## src/sv/fpa_pkg.sv

```systemverilog
// Shared constants, types and a helper function for the fixed-point ALU.
package fpa_pkg;

    localparam int FracBits = 8;
    localparam int DataW    = 32;
    localparam int MagW     = DataW;                 // operand magnitude width
    localparam int NumW     = MagW + FracBits + 1;   // 2*|a|*2^F plus |b|
    localparam int QuoW     = NumW;                  // quotient bits, one per cell
    localparam int PartW    = NumW + 1;              // partial remainder width
    localparam int DenW     = MagW + 1;              // 2*|b|
    localparam int NumCells = QuoW;

    typedef enum logic [3:0] {
        OP_ADD     = 4'd0,
        OP_SUB     = 4'd1,
        OP_MUL     = 4'd2,
        OP_DIV     = 4'd3,
        OP_GT      = 4'd4,
        OP_LT      = 4'd5,
        OP_GE      = 4'd6,
        OP_LE      = 4'd7,
        OP_EQ      = 4'd8,
        OP_NE      = 4'd9,
        OP_MAX     = 4'd10,
        OP_MIN     = 4'd11,
        OP_INC     = 4'd12,
        OP_DEC     = 4'd13,
        OP_TOINT   = 4'd14,
        OP_FROMINT = 4'd15
    } t_op;

    // Result that travels alongside the divider chain until the end.
    typedef struct packed {
        logic                    valid;
        logic                    is_div;
        logic                    neg;
        logic                    div_zero;
        logic signed [DataW-1:0] value;
        logic                    cmp;
        logic                    err;
    } t_side;

    // Saturate a 66-bit signed value to 32 bits.
    function automatic logic [DataW:0] sat32(input logic signed [65:0] v);
        logic [DataW:0] res;
        begin
            if (v > 66'sd2147483647) begin
                res = {1'b1, 32'h7fff_ffff};
            end else if (v < -66'sd2147483648) begin
                res = {1'b1, 32'h8000_0000};
            end else begin
                res = {1'b0, v[DataW-1:0]};
            end
            return res;
        end
    endfunction

endpackage

```

## src/sv/fpa_div_cell.sv

```systemverilog
// One restoring-division cell: produces one quotient bit per item per cycle.
module fpa_div_cell (
    input  logic                         i_clk,
    input  logic                         i_rst_n,
    input  logic                         i_valid,
    input  logic [fpa_pkg::PartW-1:0]    i_rem,
    input  logic [fpa_pkg::NumW-1:0]     i_num,
    input  logic [fpa_pkg::DenW-1:0]     i_den,
    input  logic [fpa_pkg::QuoW-1:0]     i_quo,
    output logic                         o_valid,
    output logic [fpa_pkg::PartW-1:0]    o_rem,
    output logic [fpa_pkg::NumW-1:0]     o_num,
    output logic [fpa_pkg::DenW-1:0]     o_den,
    output logic [fpa_pkg::QuoW-1:0]     o_quo
);
    logic                      r_valid;
    logic [fpa_pkg::PartW-1:0] r_rem, n_rem;
    logic [fpa_pkg::NumW-1:0]  r_num;
    logic [fpa_pkg::DenW-1:0]  r_den;
    logic [fpa_pkg::QuoW-1:0]  r_quo, n_quo;
    logic [fpa_pkg::PartW-1:0] shifted;
    logic [fpa_pkg::PartW:0]   diff;

    always_comb begin
        // Bring in the next numerator bit, then try to subtract the divisor.
        shifted = {i_rem[fpa_pkg::PartW-2:0], i_num[fpa_pkg::NumW-1]};
        diff    = {1'b0, shifted} - {{(fpa_pkg::PartW+1-fpa_pkg::DenW){1'b0}}, i_den};
        if (diff[fpa_pkg::PartW]) begin
            n_rem = shifted;
            n_quo = {i_quo[fpa_pkg::QuoW-2:0], 1'b0};
        end else begin
            n_rem = diff[fpa_pkg::PartW-1:0];
            n_quo = {i_quo[fpa_pkg::QuoW-2:0], 1'b1};
        end
    end

    always_ff @(posedge i_clk) begin
        if (!i_rst_n) begin
            r_valid <= 1'b0;
        end else begin
            r_valid <= i_valid;
        end
        r_rem <= n_rem;
        r_num <= {i_num[fpa_pkg::NumW-2:0], 1'b0};
        r_den <= i_den;
        r_quo <= n_quo;
    end

    assign o_valid = r_valid;
    assign o_rem   = r_rem;
    assign o_num   = r_num;
    assign o_den   = r_den;
    assign o_quo   = r_quo;
endmodule

```

## config.mk

```make
export PLATFORM = sky130hd
export DESIGN_NAME = fpa_div_cell
export DESIGN_NICKNAME = d
export VERILOG_FILES = /design/src/sv/fpa_pkg.sv /design/src/sv/fpa_div_cell.sv
export SDC_FILE = /design/constraint.sdc
export NUM_CORES = 1
export LEC_CHECK = 0
export BUFFER_PORTS_ARGS = -buffer_cell sky130_fd_sc_hd__buf_2
export CORE_AREA = 2 2 124 126
export DETAILED_ROUTE_END_ITERATION = 10
export DIE_AREA = 0 0 126 128
export PLACE_DENSITY = 0.8
export SETUP_SLACK_MARGIN = 0.1
export SYNTH_ARGS = -nofsm -noshare
export SYNTH_HDL_FRONTEND = slang
export SYNTH_SLANG_ARGS = --single-unit
export TNS_END_PERCENT = 20
```

## constraint.sdc

```tcl
create_clock -name i_clk -period 8 [get_ports i_clk]
set_clock_uncertainty 0.1 [all_clocks]
set_input_delay 0.8 -clock i_clk [delete_from_list [all_inputs] [get_ports i_clk]]
set_output_delay 0.8 -clock i_clk [all_outputs]
set_load 0.005 [all_outputs]
```

==> Yosys cells after proc, flatten, opt, wreduce, memory -nomap -nowiden <==
Index checks and enable logic that the tools add are counted.
{ "op_classes": {"addsub": 1, "mux": 2} }
{ "op_table": {"columns": ["op", "n"], "rows": [
  ["subtractor 42 x 33 -> 43 bit", 1],
  ["two-way mux 42 bit", 1],
  ["two-way mux 1 bit", 1]
]} }
{ "word_totals": {"out_inout_bits": 158, "wordCells": 8, "in_bits": 160, "ff_bits": 157} }

==> Longest topological paths before layout <==
{ "logic_depth": {"word_depth": 2, "mapped_depth": 16, "ltp_nobuf": 13} }

==> Worst setup path after synthesis <==
Ideal clock, no wire load.
{ "synth_path": {"kind": "in2reg", "start": "input port i_num[40] (netlist name)", "end": "register r_rem, in the netlist o_rem[21]", "t_arrival_ns": 3.120, "stages": 14, "t_required_ns": 7.779, "path_buffers": 2, "path_slack_ns": 4.659, "setup_time_ns": 0.121, "path_cell_list": "inv_1 ha_1 inv_1 fa_1 a21o_1 a221oi_4 nor4b_1 a221o_1 o21ai_2 and2_1 buf_6 inv_4 buf_6 mux2_4"} }
{ "synth_between": {"elab_chain_cells": 2} }
{ "synth_rtl": {"columns": ["element", "line_no", "rtl"], "rows": [
  ["from (decl)", "fpa_div_cell.sv:7", "input logic [fpa_pkg::NumW-1:0] i_num,"],
  ["subtractor 42 x 33 -> 43 bit", "fpa_div_cell.sv:27", "diff = {1'b0, shifted} - {{(fpa_pkg::PartW+1-fpa_pkg::DenW){1'b0}}, i_den};"],
  ["two-way mux 42 bit", "fpa_div_cell.sv:28", "if (diff[fpa_pkg::PartW]) begin"],
  ["via n_rem, one bit", "fpa_div_cell.sv:17", "logic [fpa_pkg::PartW-1:0] r_rem, n_rem;"],
  ["to (signal assigned)", "fpa_div_cell.sv:43", "r_rem <= n_rem;"],
  ["to (decl)", "fpa_div_cell.sv:17", null]
]} }
The timed path passes the listed nets, and every way through them passes these cells.
A chain may end at the register's enable or synchronous reset.

==> Final worst setup path <==
Same ends and word-level chain as after synthesis.

==> results.toml <==
[status]
status = "finished clean"

[yosys]
syn_avg_cell_area_um2 = 10.2
netlist_area_um2 = 5790
synth_top_area_cell = "dfxtp_1"
yosysUniqueCellTypes = 62
synth_seq_area_share = 0.543
synthCells = 570
synth_nets = 764
synthArstFlopShare = 0
ys_warn_count = 0
synth_edf_count = 0
synth_top_area_share = 0.543
ys_seq_elements = 157
ys_top_cells_by_area = "dfxtp_1 (54%), ha_1 (7.1%), a21oi_1 (4.4%)"
yosys_most_used_dff = "dfxtp_1"

[sta]
finalSetupTns_ns = 0
worst_pin_slew_ns = 1.12
post-route-min-period_ns = 4.43
slew_violations = 0
rsz0062_at_grt = "no"
hold_viol_final = 0
fin_crit_sh = 0.554
hold_ws_ns = 0.375
setup_viol = 0
setup_ws_ns = 3.57
slew-limit-headroom = 0.253
fmax_mhz = 226

[global_routing]
grt-ovfl-total = 0
grt_pass1_wl_um = 27500
grt_pass1_vias = 5035
grt_util_all_layers = 0.222
grt_antenna_before_repair = 0
grt_max_degree = 49

[clocking]
cts_setup_buffers = 0
clock_sinks = 157
root_buffer = "clkbuf_16"
cts_tree = "built"
cts_buffers = 17
hold_buffers = 0
h-tree-depth = 4
postCtsResizedCells = 0
clk_pin_slew_ns = 0.07
cts_buffer_depth = 2

[place]
dp_hpwl_um = 14900
place_ws_ns = 3.12
io_buffers = 314
place.gp.congestion = 0.888

[setup_path]
cp.arrival_ns = 4.64
start_kind = "primary input"
critPathKind = "in -> reg"
critical_path_required_ns = 8.21
cp_max_fo = 48
startpoint = "i_num[40]"
crit_path_end_kind = "flip-flop"

[floorplanning]
die-area_um2 = 16100
die_y_um = 128
die_w_um = 126
io_pins = 318
start_util = 0.390
num_rows = 45
core_um2 = 14900

[route]
vias_per_cell = 4.80
vias = 5194
firstDrtPassIters = 4
routed_wl_um = 18500
antenna_left = 0
first_iter_violations = 244
drc = 0
detail_route.wl_per_cell_um = 17.1

[finish]
area_delta_synth_final_pct = 39.5
finalNetCount = 1077
final_common_cell = "buf_2"
drive_gt1_frac = 0.402
layout_common_cells = "buf_2 (314), dfxtp_1 (157), a21oi_1 (51), nand2_1 (46), inv_1 (43)"
num_antenna_cells = 0

[hold_path]
min_from = "i_quo[1]"
hold_class = "in -> reg"

[job]
cap_violations = 0

[power_and_ir_drop]
p_leak_nw = 4.06
power_mw = 2.03
power_density_nw_per_um2 = 252
ir_drop_v = 0.000183
## Yosys cell counts (2+ instances only)
library cell / count
or4_1: 2
o21ai_0: 22
a221o_1: 2
xor2_1: 18
a31oi_1: 6
a211oi_1: 3
inv_1: 43
nand3_1: 7
o21ai_1: 5
nand2_1: 46
ha_1: 33
nor2_1: 39
o211ai_1: 2
a21o_1: 18
o21bai_1: 8
a21oi_1: 51
buf_2: 10
or2_2: 3
xnor2_1: 20
a21boi_0: 3
o22ai_1: 2
nor3_1: 8
buf_6: 4
clkbuf_1: 5
o31ai_1: 3
nand2b_1: 3
nand4_1: 8
nor4_1: 2
and2_1: 3
and3_1: 3
dfxtp_1: 157
## kinds of logic after synthesis
logic type | count (synthesis) | synth area share
flops | 157 | 0.543
buf+inv | 64 | 0.0499
compound gates | 144 | 0.166
simple gates | 130 | 0.104
mux | 2 | 0.00432
fa+ha+maj | 34 | 0.0747
xor+xnor | 38 | 0.0575
other cells | 1 | 0.000647
## state kept, by name, indices dropped and copies added, names as in the netlist
register,count
o_rem,42
o_quo,41
o_num,40
o_den,33
o_valid,1
## through the flow
step	util	cells	instance area, um2
floorplan	-	570	5790
detailed placement	0.503	1052	7480
CTS	0.543	1083	8080
global route	0.543	1083	8080
global placement	0.503	1052	7480
finish	0.543	1083	8080
## worst max-delay path: stages
cell      delay (ns)
buf_2           0.11
inv_1           0.05
ha_1            0.17
inv_1           0.07
fa_1            0.42
a21o_1          0.22
a221oi_4        0.35
nor4b_1         0.11
a221o_1         0.32
o21ai_2         0.22
and2_1          0.91
inv_4           0.45
mux2_4          0.43
## power by group
part | total, mW | leakage [nW] | switching (mW) | internal [mW]
Clock | 0.819 | 0.288 | 0.349 | 0.470
Sequential | 0.873 | 1.32 | 0.0175 | 0.855
Combinational | 0.342 | 2.45 | 0.182 | 0.160
Total | 2.03 | 4.06 | 0.548 | 1.49
## final cells by class
type / instances / area, um2
fillers: 1356 / 6790
flip-flops and latches: 157 / 3140
multi-input cells: 349 / 2360
repair buffers: 314 / 1570
clock buffers: 17 / 425
well taps: 188 / 235
clock inverters: 14 / 175
inverters: 44 / 168
## path summary, 6_finish.rpt
check                    to  slack (ns)  depth (start not counted)
setup / recovery  o_rem[21]        3.57                         13
hold / removal     o_quo[2]        0.38                          1
## layer usage
metal	vias up	track usage	wire length (um)
li1	2574	-	-
met1	2406	0.268	7630
met2	190	0.372	9030
met3	24	0.0760	1440
met4	0	0.0782	430
met5	-	0	0
Note: power is estimated with default switching activity, not from simulation.
