===== config.mk =====
export PLATFORM = sky130hd
export DESIGN_NAME = fpa_front
export DESIGN_NICKNAME = d
export VERILOG_FILES = /design/src/sv/fpa_pkg.sv /design/src/sv/fpa_front.sv
export SDC_FILE = /design/constraint.sdc
export NUM_CORES = 2
export LEC_CHECK = 0
export BUFFER_PORTS_ARGS = -buffer_cell sky130_fd_sc_hd__buf_2
export CORE_ASPECT_RATIO = 1.4
export CORE_MARGIN = 1.5
export CORE_UTILIZATION = 35
export CTS_CLUSTER_SIZE = 28
export DETAILED_ROUTE_END_ITERATION = 6
export PLACE_DENSITY = 0.6
export SETUP_SLACK_MARGIN = 0.4
export SYNTH_ARGS = -nofsm -noshare
export SYNTH_HDL_FRONTEND = slang
export SYNTH_SLANG_ARGS = --single-unit

===== constraint.sdc =====
create_clock -name i_clk -period 39.8 [get_ports i_clk]
set_input_delay 3.98 -clock i_clk [delete_from_list [all_inputs] [get_ports i_clk]]
set_output_delay 3.98 -clock i_clk [all_outputs]
set_load 0.05 [all_outputs]

===== src/sv/fpa_pkg.sv =====
// Shared constants, types and a helper function for the fixed-point ALU.
package fpa_pkg;

    localparam int FracBits = 8;
    localparam int DataW    = 32;
    localparam int MagW     = DataW;                 // operand magnitude width
    localparam int NumW     = MagW + FracBits + 1;   // 2*|a|*2^F plus |b|
    localparam int QuoW     = NumW;                  // quotient bits, one per cell
    localparam int PartW    = NumW + 1;              // partial remainder width
    localparam int DenW     = MagW + 1;              // 2*|b|
    localparam int NumCells = QuoW;

    typedef enum logic [3:0] {
        OP_ADD     = 4'd0,
        OP_SUB     = 4'd1,
        OP_MUL     = 4'd2,
        OP_DIV     = 4'd3,
        OP_GT      = 4'd4,
        OP_LT      = 4'd5,
        OP_GE      = 4'd6,
        OP_LE      = 4'd7,
        OP_EQ      = 4'd8,
        OP_NE      = 4'd9,
        OP_MAX     = 4'd10,
        OP_MIN     = 4'd11,
        OP_INC     = 4'd12,
        OP_DEC     = 4'd13,
        OP_TOINT   = 4'd14,
        OP_FROMINT = 4'd15
    } t_op;

    // Result that travels alongside the divider chain until the end.
    typedef struct packed {
        logic                    valid;
        logic                    is_div;
        logic                    neg;
        logic                    div_zero;
        logic signed [DataW-1:0] value;
        logic                    cmp;
        logic                    err;
    } t_side;

    // Saturate a 66-bit signed value to 32 bits.
    function automatic logic [DataW:0] sat32(input logic signed [65:0] v);
        logic [DataW:0] res;
        begin
            if (v > 66'sd2147483647) begin
                res = {1'b1, 32'h7fff_ffff};
            end else if (v < -66'sd2147483648) begin
                res = {1'b1, 32'h8000_0000};
            end else begin
                res = {1'b0, v[DataW-1:0]};
            end
            return res;
        end
    endfunction

endpackage


===== src/sv/fpa_front.sv =====
// Front stage: computes non-divide results and divider operands, all registered.
module fpa_front (
    input  logic                              i_clk,
    input  logic                              i_rst_n,
    input  logic                              i_valid,
    input  logic [3:0]                        i_action,
    input  logic signed [fpa_pkg::DataW-1:0]  i_a,
    input  logic signed [fpa_pkg::DataW-1:0]  i_b,
    output fpa_pkg::t_side                    o_side,
    output logic [fpa_pkg::NumW-1:0]          o_num,
    output logic [fpa_pkg::DenW-1:0]          o_den
);
    fpa_pkg::t_side                  r_side, n_side;
    logic [fpa_pkg::NumW-1:0]        r_num, n_num;
    logic [fpa_pkg::DenW-1:0]        r_den, n_den;
    logic [fpa_pkg::MagW-1:0]        mag_a, mag_b;
    logic [2*fpa_pkg::MagW-1:0]      prod;
    logic [2*fpa_pkg::MagW-1:0]      prod_rnd;
    logic signed [65:0]              wide;
    logic [fpa_pkg::DataW:0]         sat;
    logic                            neg;

    always_comb begin
        mag_a    = i_a[fpa_pkg::DataW-1] ? fpa_pkg::MagW'(-i_a) : fpa_pkg::MagW'(i_a);
        mag_b    = i_b[fpa_pkg::DataW-1] ? fpa_pkg::MagW'(-i_b) : fpa_pkg::MagW'(i_b);
        neg      = i_a[fpa_pkg::DataW-1] ^ i_b[fpa_pkg::DataW-1];
        prod     = mag_a * mag_b;
        prod_rnd = (prod + (2*fpa_pkg::MagW)'(1 << (fpa_pkg::FracBits - 1)))
                   >> fpa_pkg::FracBits;
        wide     = '0;
        n_side   = '0;
        n_side.valid = i_valid;
        n_side.neg   = neg;
        // Numerator 2*|a|*2^F + |b| and denominator 2*|b| round half away from zero.
        n_num = (fpa_pkg::NumW'(mag_a) << (fpa_pkg::FracBits + 1)) + fpa_pkg::NumW'(mag_b);
        n_den = {mag_b, 1'b0};
        unique case (fpa_pkg::t_op'(i_action))
            fpa_pkg::OP_ADD:  wide = 66'(i_a) + 66'(i_b);
            fpa_pkg::OP_SUB:  wide = 66'(i_a) - 66'(i_b);
            fpa_pkg::OP_MUL:  wide = neg ? -$signed({2'b00, prod_rnd})
                                         : $signed({2'b00, prod_rnd});
            fpa_pkg::OP_DIV: begin
                n_side.is_div   = 1'b1;
                n_side.div_zero = (i_b == '0);
            end
            fpa_pkg::OP_GT:   n_side.cmp = i_a > i_b;
            fpa_pkg::OP_LT:   n_side.cmp = i_a < i_b;
            fpa_pkg::OP_GE:   n_side.cmp = i_a >= i_b;
            fpa_pkg::OP_LE:   n_side.cmp = i_a <= i_b;
            fpa_pkg::OP_EQ:   n_side.cmp = i_a == i_b;
            fpa_pkg::OP_NE:   n_side.cmp = i_a != i_b;
            fpa_pkg::OP_MAX:  wide = (i_a >= i_b) ? 66'(i_a) : 66'(i_b);
            fpa_pkg::OP_MIN:  wide = (i_a <= i_b) ? 66'(i_a) : 66'(i_b);
            fpa_pkg::OP_INC:  wide = 66'(i_a) + 66'sd1;
            fpa_pkg::OP_DEC:  wide = 66'(i_a) - 66'sd1;
            fpa_pkg::OP_TOINT: wide = 66'(i_a >>> fpa_pkg::FracBits);
            fpa_pkg::OP_FROMINT: wide = 66'(i_a) <<< fpa_pkg::FracBits;
            default: wide = '0;
        endcase
        sat = fpa_pkg::sat32(wide);
        n_side.value = sat[fpa_pkg::DataW-1:0];
        n_side.err   = sat[fpa_pkg::DataW];
    end

    always_ff @(posedge i_clk) begin
        if (!i_rst_n) begin
            r_side <= '0;
        end else begin
            r_side <= n_side;
        end
        r_num <= n_num;
        r_den <= n_den;
    end

    assign o_side = r_side;
    assign o_num  = r_num;
    assign o_den  = r_den;
endmodule


# After elaboration in Yosys (flattened, before gate mapping)
# Cells that the tools add are included.
dict set report totals {
  regBits 111
  input_bits 71
  out_inout_bits 112
  word_cells 59
}
dict set report classes {
  addsub 9
  n_mul 1
  magnitude_cmp 6
  eq_ne 17
  mux 10
  bitwise 2
  n_reduce_logical 4
}
# cell count
set op_table {}
lappend op_table {{case mux 66 bit (9 select lines)} 1}
lappend op_table {{2-to-1 mux 66 bit} 3}
lappend op_table {{greater-than comparator 66 x 32 -> 1 bit (second input constant)} 1}
lappend op_table {{less-than comparator 66 x 32 -> 1 bit (second input constant)} 1}
lappend op_table {{2-to-1 mux 33 bit} 2}
lappend op_table {{negation 56 -> 66 bit} 1}
lappend op_table {{adder 64 x 8 -> 64 bit (second input constant)} 1}
lappend op_table {{multiplier 32 x 32 -> 64 bit} 1}
lappend op_table {{2-to-1 mux 32 bit} 2}
lappend op_table {{negation 32 bit} 2}
lappend op_table {{adder 41 x 32 -> 41 bit} 1}
lappend op_table {{adder 32 x 2 -> 33 bit (second input constant)} 1}
lappend op_table {{adder 32 x 32 -> 33 bit} 1}
lappend op_table {{subtractor 32 x 2 -> 33 bit (second input constant)} 1}
lappend op_table {{subtractor 32 x 32 -> 33 bit} 1}
lappend op_table {{== test 32 bit} 1}
lappend op_table {{== test 4 bit (second input constant)} 8}
lappend op_table {{>= comparator 32 bit} 1}
lappend op_table {{greater-than comparator 32 bit} 1}
lappend op_table {{less-or-equal comparator 32 bit} 1}
lappend op_table {{zero test 32 bit} 1}
lappend op_table {{less-than comparator 32 bit} 1}
lappend op_table {{inequality test 32 bit} 1}
lappend op_table {{== test 4 x 3 -> 1 bit (second input constant)} 4}
lappend op_table {{9 further kinds} 10}

# Longest topological paths before layout
dict set report depth {
  depth_word 10
  ltp_mapped 49
  mapped_depth_nobuf 43
}

# Least setup slack after synthesis
# OpenSTA, ideal clock, no wires.
dict set report synth_timing {
  path_type {input to register}
  from {input port i_a[0] (netlist bit)}
  to {register r_side (netlist bit o_side[11])}
  arrival_ns 16.179
  required_time_ns 39.726
  path_slack_ns 23.547
  path_stages 46
  cell_sequence {clkbuf_1 inv_1 clkbuf_1 ha_1 or3b_2 nor4_1 nand2_1 nor2_1 nand2_1 or3_1 nor3_1 nand2b_1 xor2_1 clkbuf_1 nor2_1 fa_1 inv_1 fa_1 (+10 left out) clkbuf_1 nand2_1 o21ai_0 a21oi_1 o31ai_1 nor3_1 xnor2_1 a211oi_2 nand4b_1 nor4b_4 xnor2_1 a31oi_1 or3_1 or4_1 nor4_4 o21ai_2 buf_2 a31oi_1}
}
dict set report synth_via {
  elab_chain_len 10
  elab_cells_between_ends 19
  classes_between {add/sub: 7; mul: 1; order compare: 4; mux: 7}
}
# item line_no
set synth_rtl {}
lappend synth_rtl {{start, declared} fpa_front.sv:7} ;# input logic signed [fpa_pkg::DataW-1:0] i_a,
lappend synth_rtl {{negation 32 bit} fpa_front.sv:24} ;# mag_a = i_a[fpa_pkg::DataW-1] ? fpa_pkg::MagW'(-i_a) : fpa_pkg::MagW'(i_a);
lappend synth_rtl {{2-to-1 mux 32 bit} fpa_front.sv:24}
lappend synth_rtl {{multiplier 32 x 32 -> 64 bit} fpa_front.sv:27} ;# prod = mag_a * mag_b;
lappend synth_rtl {{adder 64 x 8 -> 64 bit} fpa_front.sv:28} ;# prod_rnd = (prod + (2*fpa_pkg::MagW)'(1 << (fpa_pkg::FracBits - 1)))
lappend synth_rtl {{negation 56 -> 66 bit} fpa_front.sv:40} ;# fpa_pkg::OP_MUL: wide = neg ? -$signed({2'b00, prod_rnd})
lappend synth_rtl {{2-to-1 mux 66 bit} fpa_front.sv:40}
lappend synth_rtl {{case mux 66 bit (9 select lines) *} fpa_front.sv:37} ;# unique case (fpa_pkg::t_op'(i_action))
lappend synth_rtl {{less-than comparator 66 x 32 -> 1 bit} fpa_pkg.sv:49} ;# end else if (v < -66'sd2147483648) begin
lappend synth_rtl {{2-to-1 mux 33 bit} fpa_pkg.sv:49}
lappend synth_rtl {{2-to-1 mux 33 bit *} fpa_pkg.sv:47} ;# if (v > 66'sd2147483647) begin
lappend synth_rtl {{end signal, assigned} fpa_front.sv:69} ;# r_side <= n_side;
lappend synth_rtl {{end, declared} fpa_front.sv:13} ;# fpa_pkg::t_side r_side, n_side;
# Mark *: on every way between the ends. The rest lies on a longest branch, timed or not.
# A chain may end at the register's enable or synchronous reset.

# Worst setup path after layout
dict set report layout_timing {
  from {input port i_a[0] (netlist bit)}
  to {register r_side (netlist bit o_side[13])}
}
# Same word-level chain as after synthesis.

==> out/qor.txt <==
status = finished clean
Synth Area in XOR/XNOR = 0.0447
CTS tree = done
Post-Synth Simple-Gate Area = 0.179
I/O pins = 183
post-synthesis adder-cell area fraction = 0.486
Tightest Pin Transition = 1.12 ns
routability cong. = 0.989
CP Max Fanout = 31
Area contributors post-synth = fa_1 39%, ha_1 10%, inv_1 8.9%
minimum clock period = 18.29 ns
Hold Vio Cnt, Final = 0
share of cells above drive strength 1 = 0.0703
share of the synthesized area in the top cell type = 0.385
multiplexer share of the synthesized area = 0.0128
PortBufs = 181
number of flops mapped to enable cells by yosys = 0
Area growth syn-to-layout = 7.43%
die area = 0.136 mm2
cell area after synthesis = 0.0468 mm2
die height = 436 um
most common cell in the netlist = inv_1
Post-CTS Setup Bufs = 0
Tot GR Track Use = 0.260
#FFs+latches synth = 102
Req. time, crit path = 40.17 ns
final wirelength = 175 mm
first-pass GRT wire length = 268 mm
largest family of logic cells by synthesized area = adder cells
CP startpoint kind = input pin
Via density = 5.46
Nets = 7,177
Cell Count, Final, Fillers Out = 7,597
Reg clk slew, reported paths = 0.08 ns
Setup TNS Final = 0 ns
Max stage delay on crit path = 0.78 ns
core area = 0.133 mm2
area leader, netlist = fa_1
# rows = 158
pin count of the biggest net entering global routing = 47
synth cell count leaders = 1,105 x inv_1, 900 x fa_1, 798 x nor2_1
clock sinks = 102
Synth Area per Inst = 8.00 um2
Overflow after GRT = 0
Placed Instances = 7,579
final setup violation count = 0
Critical-path top delay cell = nor4bb_1
Clock Root Buffer = clkbuf_16
post-synthesis compound-gate area fraction = 0.117
Gate Count Post-Synth = 5,850
DP HPWL = 143 mm
TritonRoute pass-1 iters = 6
post-synth cell types = 98
Resized cells post-CTS = 0
Pins Over Slew Limit = 0
Initial Util = 0.353
CTS Hold Buffers Added = 0
Avg WL per Cell = 23.0 um
unrepaired setup endpoints after global routing = no
Worst Setup End Kind = flip-flop
vias in the first global route = 43,700
maxcap violations = 0
Setup CP Type = input pin to flip-flop
Post-DRT Antenna Nets = 0
initial antenna violation count = 3
syn_nets = 7,197
Seq/Total Area, Yosys = 0.0436
H-tree depth = 3
Longest Clk Path Bufs = 2
synth warn = 0
worst path arrival time = 18.66 ns
TritonCTS Buffers = 9
hold depth = 2
max_slew headroom = 0.255
Primary FF master, synth = dfxtp_1
DRC viols = 0
fmax = 54.7 MHz
Final period util = 0.460
total number of vias = 41,500
Hold Path Class = input pin to flip-flop
asr flop ratio synth = 0
Die W = 312 um
initial DRC count = 3,295
CP dominant cell by count = fa_1
flip-flops by register name, indices dropped and copies added, names as in the netlist:
name,count
o_den,23
o_num,41
o_side,38
worst max-delay path: cells and delay by family:
| kind | cells | cell delay [ns] |
|---|---|---|
| compound gates | 7 | 2.04 |
| xor+xnor | 3 | 0.50 |
| simple gates | 16 | 5.27 |
| buf+inv | 9 | 1.88 |
| fa+ha+maj | 10 | 4.92 |
kinds of logic (layout without fill, tap and decap cells):
group,count (synthesis),in the layout
mux,56,56
fa+ha+maj,1276,1276
other cells,1,3
compound gates,825,825
flops,102,102
xor+xnor,239,239
buf+inv,1450,1435
simple gates,1901,1901
worst paths after layout:
kind,start,end,slack (ns)
max,i_a[0],o_side[13]$_SDFF_PN0_,21.51
min,i_valid,o_side[37]$_SDFF_PN0_,3.73
stage by stage:
stage                      util  cell area (um2)  setup WS [ns]  hold slack [ns]
final                     0.379            50300          21.51             3.73
after global routing      0.379            50300          20.74             3.72
after CTS                 0.379            50300          21.65             3.70
after detailed placement  0.376            49900          21.21             4.20
after global placement    0.376            49900          21.49             4.19
after floorplan               -            46800          23.55             4.01
area by class of cell:
cell class / instances / area (um2)
Clock inverter: 5 / 66.3
Timing Repair Buffer: 289 / 1720
Sequential cell: 102 / 2040
Antenna cell: 2 / 5.00
Multi-Input combinational cell: 4298 / 39700
Fill cell: 13600 / 82400
Inverter: 1130 / 4240
Tap cell: 1760 / 2200
Clock buffer: 11 / 253
layout by cell type (no fill, tap or decap), types with 15 or more instances in the layout:
cell type and n:
inv_1 1105, fa_1 900, nor2_1 796, nand2_1 627, ha_1 375, a21oi_1 243
buf_2 181, xnor2_1 122, o21ai_0 120, buf_4 108, dfxtp_1 102, nand3_1 79
nor3_1 71, a21o_1 69, xor2_1 63, mux2i_1 52, and2_1 45, a31oi_1 45
nand4_1 38, and3_1 38, or3_1 35, xnor2_2 35, nand2b_1 33, a211oi_1 32
nor4_1 29, o21bai_1 28, o21a_1 27, o211ai_1 27, o31ai_1 23, nor2b_1 23
clkinv_1 23, o221ai_1 21, o22ai_1 18, a2111oi_0 16, and4_1 15, a221oi_1 15
layer usage:
layer  routed length [um]  track usage  vias up
met5                   13            0        -
met4                12800        0.166        2
met3                11600       0.0357      469
met2                85600        0.448     1784
met1                64800        0.303    20900
li1                     -            -    18300
Power is left out: the tool's default activity adds up to more than one toggle a clock period on the data nets, which glitch-free logic cannot reach.
